## src/hw/rtl/sum8fr_pkg.sv

```systemverilog
// Package for the SUM8 frame receiver: parse phases, result codes and register indexes.
`default_nettype none
package sum8fr_pkg;

  // Largest PID index accepted by a read request
  localparam logic [7:0] PID_ID_MAX = 8'd9;

  // Configuration register indexes
  localparam int unsigned CFG_IDX_W = 3;
  localparam logic [CFG_IDX_W-1:0] CFG_HEADER_FIRST  = 3'd0;
  localparam logic [CFG_IDX_W-1:0] CFG_HEADER_SECOND = 3'd1;
  localparam logic [CFG_IDX_W-1:0] CFG_READ_CODE     = 3'd2;
  localparam logic [CFG_IDX_W-1:0] CFG_WRITE_CODE    = 3'd3;
  localparam logic [CFG_IDX_W-1:0] CFG_WRITE_MIN_LEN = 3'd4;

  // Register reset values
  localparam logic [7:0] HEADER_FIRST_RST  = 8'd170;
  localparam logic [7:0] HEADER_SECOND_RST = 8'd255;
  localparam logic [7:0] READ_CODE_RST     = 8'd0;
  localparam logic [7:0] WRITE_CODE_RST    = 8'd1;
  localparam logic [7:0] WRITE_MIN_LEN_RST = 8'd13;

  typedef enum logic [2:0] {
    PH_HUNT1,
    PH_HUNT2,
    PH_CODE,
    PH_LEN,
    PH_DATA,
    PH_SUM
  } phase_t;

  typedef enum logic [1:0] {
    KIND_DATA,
    KIND_GOOD,
    KIND_BAD
  } kind_t;

  typedef enum logic [1:0] {
    CMD_NONE,
    CMD_READ,
    CMD_WRITE
  } cmd_t;

endpackage
`default_nettype wire

```

## src/hw/rtl/sum8_frame_receiver_core.sv

```systemverilog
// Byte-serial header/length/SUM8 frame receiver, one byte per cycle.
// Latency: a result is valid the cycle after the byte that causes it is accepted.
// Throughput: one byte per cycle; the single output register refills in the
// same cycle it is taken, so input stalls only while a result waits unread.
// Reset (rst, synchronous): parser hunts the first header byte, counters and
// sum clear, registers return to their defaults, no result pending.
`default_nettype none
module sum8_frame_receiver_core
  import sum8fr_pkg::*;
(
  input  wire logic                 clk,
  input  wire logic                 rst,
  // byte request channel
  input  wire logic                 in_valid,
  output logic                      in_ready,
  input  wire logic [7:0]           rx_byte,
  // result request channel
  output logic                      out_valid,
  input  wire logic                 out_ready,
  output logic [1:0]                item_kind,
  output logic [7:0]                frame_code,
  output logic [7:0]                byte_index,
  output logic [7:0]                payload_byte,
  output logic [1:0]                command,
  output logic                      frame_last,
  // configuration write channel
  input  wire logic                 cfg_valid,
  output logic                      cfg_ready,
  input  wire logic [CFG_IDX_W-1:0] cfg_index,
  input  wire logic [7:0]           cfg_data
);

  // Configuration registers
  logic [7:0] header_first;
  logic [7:0] header_second;
  logic [7:0] read_request_code;
  logic [7:0] write_request_code;
  logic [7:0] write_min_length;

  // Parser state
  phase_t     phase, phase_next;
  logic [7:0] code_held, code_held_next;
  logic [7:0] length_held, length_held_next;
  logic [7:0] bytes_seen, bytes_seen_next;
  logic [7:0] running_sum, running_sum_next;
  logic [7:0] first_payload, first_payload_next;

  // Result built from the current byte
  logic       has_result;
  kind_t      kind_new;
  logic [7:0] index_new;
  logic [7:0] value_new;
  cmd_t       cmd_new;
  logic       last_new;

  logic       in_fire;
  logic [7:0] seen_inc;
  logic [7:0] sum_add;
  logic       sum_good;

  assign cfg_ready = 1'b1;
  assign in_ready  = !out_valid || out_ready;
  assign in_fire   = in_valid && in_ready;
  assign seen_inc  = bytes_seen + 8'd1;
  assign sum_add   = running_sum + rx_byte;
  assign sum_good  = (rx_byte == running_sum);

  // Write configuration registers
  always_ff @(posedge clk) begin
    if (rst) begin
      header_first       <= HEADER_FIRST_RST;
      header_second      <= HEADER_SECOND_RST;
      read_request_code  <= READ_CODE_RST;
      write_request_code <= WRITE_CODE_RST;
      write_min_length   <= WRITE_MIN_LEN_RST;
    end else if (cfg_valid && cfg_ready) begin
      unique case (cfg_index)
        CFG_HEADER_FIRST:  header_first       <= cfg_data;
        CFG_HEADER_SECOND: header_second      <= cfg_data;
        CFG_READ_CODE:     read_request_code  <= cfg_data;
        CFG_WRITE_CODE:    write_request_code <= cfg_data;
        CFG_WRITE_MIN_LEN: write_min_length   <= cfg_data;
        default: ;
      endcase
    end
  end

  // Next parse phase
  always_comb begin
    phase_next = PH_HUNT1;
    unique case (phase)
      PH_HUNT2: begin
        if (rx_byte == header_second) begin
          phase_next = PH_CODE;
        end else if (rx_byte == header_first) begin
          phase_next = PH_HUNT2;
        end else begin
          phase_next = PH_HUNT1;
        end
      end
      PH_CODE: phase_next = PH_LEN;
      PH_LEN:  phase_next = (rx_byte == 8'd0) ? PH_SUM : PH_DATA;
      PH_DATA: phase_next = (seen_inc == length_held) ? PH_SUM : PH_DATA;
      PH_SUM:  phase_next = PH_HUNT1;
      default: phase_next = (rx_byte == header_first) ? PH_HUNT2 : PH_HUNT1;
    endcase
  end

  // Frame fields, sum and result for the current byte
  always_comb begin
    code_held_next     = code_held;
    length_held_next   = length_held;
    bytes_seen_next    = bytes_seen;
    running_sum_next   = running_sum;
    first_payload_next = first_payload;
    has_result         = 1'b0;
    kind_new           = KIND_DATA;
    index_new          = bytes_seen;
    value_new          = rx_byte;
    cmd_new            = CMD_NONE;
    last_new           = 1'b0;
    unique case (phase)
      PH_CODE: begin
        code_held_next   = rx_byte;
        running_sum_next = rx_byte;
      end
      PH_LEN: begin
        length_held_next   = rx_byte;
        running_sum_next   = sum_add;
        bytes_seen_next    = 8'd0;
        first_payload_next = 8'd0;
      end
      PH_DATA: begin
        has_result       = 1'b1;
        running_sum_next = sum_add;
        bytes_seen_next  = seen_inc;
        if (bytes_seen == 8'd0) begin
          first_payload_next = rx_byte;
        end
      end
      PH_SUM: begin
        has_result = 1'b1;
        kind_new   = sum_good ? KIND_GOOD : KIND_BAD;
        index_new  = length_held;
        value_new  = first_payload;
        last_new   = 1'b1;
        // Read is tried first when both codes match
        if (sum_good) begin
          if (code_held == read_request_code) begin
            if (length_held != 8'd0 && first_payload <= PID_ID_MAX) begin
              cmd_new = CMD_READ;
            end
          end else if (code_held == write_request_code) begin
            if (length_held >= write_min_length) begin
              cmd_new = CMD_WRITE;
            end
          end
        end
      end
      default: ;
    endcase
  end

  // Advance parser state on each accepted byte
  always_ff @(posedge clk) begin
    if (rst) begin
      phase         <= PH_HUNT1;
      code_held     <= 8'd0;
      length_held   <= 8'd0;
      bytes_seen    <= 8'd0;
      running_sum   <= 8'd0;
      first_payload <= 8'd0;
    end else if (in_fire) begin
      phase         <= phase_next;
      code_held     <= code_held_next;
      length_held   <= length_held_next;
      bytes_seen    <= bytes_seen_next;
      running_sum   <= running_sum_next;
      first_payload <= first_payload_next;
    end
  end

  // Output register: load a new result, drop a taken one
  always_ff @(posedge clk) begin
    if (rst) begin
      out_valid <= 1'b0;
    end else if (in_fire) begin
      out_valid <= has_result;
    end else if (out_ready) begin
      out_valid <= 1'b0;
    end
  end

  // Hold result payload
  always_ff @(posedge clk) begin
    if (in_fire && has_result) begin
      item_kind    <= kind_new;
      frame_code   <= code_held;
      byte_index   <= index_new;
      payload_byte <= value_new;
      command      <= cmd_new;
      frame_last   <= last_new;
    end
  end

  // A frame end result and only it is marked last
  a_last_matches_kind: assert property (@(posedge clk) disable iff (rst)
    out_valid |-> (frame_last == (item_kind != KIND_DATA)))
    else $error("frame_last disagrees with item_kind");

  // A command is reported only on a good frame end
  a_cmd_only_good: assert property (@(posedge clk) disable iff (rst)
    (out_valid && command != CMD_NONE) |-> (item_kind == KIND_GOOD))
    else $error("command on a result that is not a good frame end");

  // A payload byte always produces a result next cycle
  a_data_emits: assert property (@(posedge clk) disable iff (rst)
    (in_fire && phase == PH_DATA) |=> out_valid)
    else $error("payload byte produced no result");

  // A byte outside payload and checksum leaves no result pending
  a_silent_bytes: assert property (@(posedge clk) disable iff (rst)
    (in_fire && phase != PH_DATA && phase != PH_SUM) |=> !out_valid)
    else $error("unexpected result from a header, code or length byte");

  // The checksum byte is expected only after the full payload
  a_sum_after_payload: assert property (@(posedge clk) disable iff (rst)
    (phase == PH_SUM) |-> (bytes_seen == length_held))
    else $error("checksum phase before payload complete");

endmodule
`default_nettype wire
```

## config.mk

```make
export PLATFORM = sky130hd
export DESIGN_NAME = sum8_frame_receiver_core
export DESIGN_NICKNAME = d
export VERILOG_FILES = /design/src/hw/rtl/sum8fr_pkg.sv /design/src/hw/rtl/sum8_frame_receiver_core.sv
export SDC_FILE = /design/constraint.sdc
export NUM_CORES = 1
export LEC_CHECK = 0
export BUFFER_PORTS_ARGS = -buffer_cell sky130_fd_sc_hd__buf_2
export CAP_MARGIN = 30
export CELL_PAD_IN_SITES_DETAIL_PLACEMENT = 0
export CELL_PAD_IN_SITES_GLOBAL_PLACEMENT = 1
export CORE_ASPECT_RATIO = 0.8
export CORE_MARGIN = 5
export CORE_UTILIZATION = 41
export DETAILED_ROUTE_END_ITERATION = 8
export GPL_ROUTABILITY_DRIVEN = 0
export GPL_TIMING_DRIVEN = 1
export HOLD_SLACK_MARGIN = 0.08
export PLACE_DENSITY = 0.73
export SYNTH_ARGS = -nofsm -noshare
export SYNTH_HDL_FRONTEND = slang
export SYNTH_SLANG_ARGS = --single-unit
export TNS_END_PERCENT = 1
```

## constraint.sdc

```tcl
create_clock -name clk -period 2 [get_ports clk]
set_clock_uncertainty 0.05 [all_clocks]
set_input_delay 0.1 -clock clk [delete_from_list [all_inputs] [get_ports clk]]
set_output_delay 0.1 -clock clk [all_outputs]
set_load 0.05 [all_outputs]
```

==> summary.md <==
| Metric | Value |
|---|---|
| F_max | `529 MHz` |
| Number of max-capacitance violations reported | `0` |
| Count of input and output buffers | `54` |
| Sequential area share after synthesis | `45.8%` |
| Number of flops mapped to enable cells by yosys | `29` |
| Sinks on Clock Net | `113` |
| Vertical extent of the die | `114 µm` |
| Post-DP Area | `6210 µm²` |
| Core region area | `13,500 µm²` |
| Yosys top cell area share | `30.1%` |
| Wire length per cell after detailed routing | `16.6 µm` |
| Most frequently used cell type in the post-synthesis netlist | `sky130_fd_sc_hd__nand2_1` |
| Cell type with the largest total area after synthesis | `sky130_fd_sc_hd__dfxtp_1` |
| Worst reg-to-reg setup slack | `0.11 ns` |
| Vias per std cell | `5.21` |
| Ys flop type | `sky130_fd_sc_hd__dfxtp_1` |
| Worst r2r path cells | `8` |
| Proportion of layout cells with a drive suffix above 1 | `21.5%` |
| Maximum buffer depth of the clock tree | `2` |
| Worst path required time | `2.23 ns` |
| Async set-reset flop share out of synthesis | `0%` |
| Number of distinct library cells after synthesis | `54` |
| Post-CTS clock slew at the launch and capture registers of the worst setup and hold paths | `0.06 ns` |
| Number of antenna violations at the first check in global routing | `0` |
| Die area | `16,100 µm²` |
| Classification of the worst setup path | `reg2reg` |
| Root buffer selected by CTS | `sky130_fd_sc_hd__clkbuf_16` |
| Static Leak | `2.76 nW` |
| Final-layout setup total negative slack | `0 ns` |
| Antenna-violating nets left | `0` |
| Max IR drop VDD | `0.559 mV` |
| Fill cells | `1,263` |
| Number of primary I/O pins | `56` |
| Slew Limit Headroom | `55.1%` |
| Status | `complete, but fails checks` |
| Master of the slowest instance on the critical path | `sky130_fd_sc_hd__dfxtp_2` |
| Type of the most critical hold path | `in2reg` |
| First-pass GRT wire length | `24.8 mm` |
| Number of global-route vias before repair | `4,595` |
| Number of endpoints failing setup at the final stage | `0` |
| Endpoint arrival time on the critical path | `2.12 ns` |
| Worst Hold Depth | `4` |
| Total DRC errors in the routed layout | `1` |
| Portion of the clock cycle consumed by the worst path in the final layout | `94.6%` |
| Vias | `4,749` |
| Inserted Clock Buffers | `17` |
| Unrepaired setup endpoints after global routing | `yes` |
| Buffer count from post-CTS setup fixing | `0` |
| 1st-pass router iterations | `9` |
| Critical Path Start Type | `register` |
| Synth warn | `0` |
| Horizontal extent of the die | `140 µm` |
| Antenna cells | `0` |
| Final std cell area, no fill | `7060 µm²` |
| Transition time at the pin with the least slew margin | `0.669 ns` |
| Initial cell density of the core | `41.5%` |
| Post-Route Utilization | `52.5%` |
| Maximum number of pins on one net before global-route repair | `59` |
| DRC violation total after the first TritonRoute iteration | `212` |
| Syn Inst Count | `629` |
| Overflow after GRT | `0` |
| Overall global routing resource usage | `20.0%` |
| Cell area after synthesis | `5580 µm²` |
| TritonCTS clock tree | `yes` |
| Critical path fanouts, max | `4` |
| Hold violation total from the final report | `0` |
| Final worst-path setup slack | `0.109 ns` |
| Failing checks | `DRC` |
| Pwr dens | `815 nW/µm²` |
| Final layout net count | `761` |
| CP cell instances | `ha_4 -> nor4_4 -> nand2_2 -> nor4_4 -> buf_4 -> and2_4 -> nand2_1 -> a21oi_2` |
| Final count of pins violating max slew | `0` |
| Routed WL | `15.1 mm` |
| Synth top cells by count | `sky130_fd_sc_hd__nand2_1, sky130_fd_sc_hd__dfxtp_1, sky130_fd_sc_hd__a21oi_1` |
| Post-layout min period | `1.89 ns` |
| Net count of the mapped netlist | `672` |
| Number of storage elements in the synthesis netlist | `113` |
| Crit. End Element | `register` |
| Largest cells by area after synthesis | `sky130_fd_sc_hd__dfxtp_1, sky130_fd_sc_hd__edfxtp_1, sky130_fd_sc_hd__nand2_1` |
| Syn avg cell area | `8.87 µm²` |
| Maximum level of the CTS H-tree | `4` |
| DP Worst Slack | `-0.182 ns` |
| Clock latency reported for the late side of the worst-skew pair | `0.42 ns` |
| Cell type with the highest occurrence count on the critical path | `sky130_fd_sc_hd__nor4_4` |
| Total number of placement rows | `38` |
| Worst path max stage delay | `0.33 ns` |
| Sum of net half-perimeters after detailed placement | `10.9 mm` |
| Area growth, synth to finish | `26.6%` |
-- final cells by class --
type / instances / area, µm² / share of cell area [%]
multi-input cells: 460 / 2880 / 40.8
well taps: 180 / 225 / 3.19
clock buffers: 19 / 433 / 6.13
inverters: 19 / 75.1 / 1.06
flip-flops and latches: 113 / 2560 / 36.3
clock inverters: 13 / 168 / 2.37
repair buffers: 107 / 721 / 10.2
-- metrics by stage --
stage	cells	hold WS, ns	power [mW]
after floorplan	629	0.174	2.57
after global placement	863	0.342	2.68
after detailed placement	863	0.359	2.68
after CTS	911	0.0860	5.80
after global routing	911	0.109	5.96
final	911	0.109	5.76
-- routing by layer --
| metal | vias up | part of all wire, % | wire, µm | track usage [%] |
|---|---|---|---|---|
| met5 | - | 0 | 0 | 0 |
| met4 | 0 | 1.1 | 170 | 5.81 |
| met3 | 16 | 5.2 | 793 | 5.30 |
| met2 | 120 | 44 | 6580 | 29.4 |
| met1 | 2252 | 50 | 7580 | 28.8 |
| li1 | 2361 | - | - | - |
-- path summary, 6_finish.rpt --
kind | startpoint | end
max reg2reg | running_sum[6] | command[1]
min reg2reg | first_payload[0] | first_payload[0]
max | running_sum[6] | command[1]
min | rx_byte[3] | code_held[3]
-- flip-flops by register name (all words and copies together) (netlist names) --
| register | flops |
|---|---|
| payload_byte | 8 |
| length_held | 8 |
| command | 2 |
| code_held | 8 |
| item_kind | 2 |
| first_payload | 8 |
| phase | 3 |
| header_second | 8 |
| write_request_code | 8 |
| running_sum | 8 |
| header_first | 8 |
| frame_code | 8 |
| out_valid | 1 |
| byte_index | 8 |
| bytes_seen | 8 |
| read_request_code | 8 |
| frame_last | 1 |
| write_min_length | 8 |
-- repair_timing --
item / CTS / global route
hold buffers: 16 / 0
pin swaps: 0 / 2
gates resized for setup: 3 / 16
hold endpoints to repair: 55 / 0
setup endpoints to repair: 3 / 6
-- report_power, final --
group	total [mW]	switching [mW]	leakage (nW)	internal, mW
combinational	0.303	0.182	1.51	0.121
clock	3.09	1.03	0.293	2.06
sequential	2.37	0.0130	0.963	2.36
total	5.76	1.22	2.76	4.53
-- critical path: cells and delay by family, from the launching register on --
kind	cells	cell delay, ns
simple gates	5	0.88
flops	1	0.33
fa+ha+maj	1	0.23
buf+inv	1	0.17
compound gates	1	0.10
-- placed cells by master, fill, tap and decap left out, drive strengths merged, types with 4 or more instances in the layout --
cell / netlist / routed
a211oi: 4 / 4
a21o: 4 / 4
a21oi: 63 / 63
a311oi: 4 / 4
and3: 8 / 8
buf: 7 / 91
bufinv: 0 / 4
clkbuf: 30 / 19
clkinv: 0 / 8
dfxtp: 84 / 84
dlygate4sd3: 0 / 16
edfxtp: 29 / 29
ha: 18 / 18
inv: 19 / 18
mux2: 7 / 7
mux2i: 16 / 16
nand2: 143 / 143
nand2b: 5 / 5
nand3: 21 / 21
nand4: 11 / 11
nor2: 31 / 31
nor2b: 4 / 4
nor3: 8 / 8
nor3b: 4 / 4
nor4: 12 / 12
o211ai: 6 / 6
o21ai: 16 / 16
xnor2: 43 / 43
xor2: 6 / 6
-- cell families (layout without fill, tap and decap cells) --
logic type | Yosys count | in the layout | synth area share, %
AOI/OAI and AO/OA | 109 | 109 | 12.2
xor gates and xnor gates | 49 | 49 | 7.69
adders and majority gates | 19 | 19 | 4.40
buffers and inverters | 56 | 158 | 4.19
DFF | 113 | 113 | 45.8
muxes | 23 | 23 | 4.28
other | 1 | 1 | 0.0672
and+or+nand+nor | 259 | 259 | 21.5
Note: power is estimated with default switching activity, not from simulation.
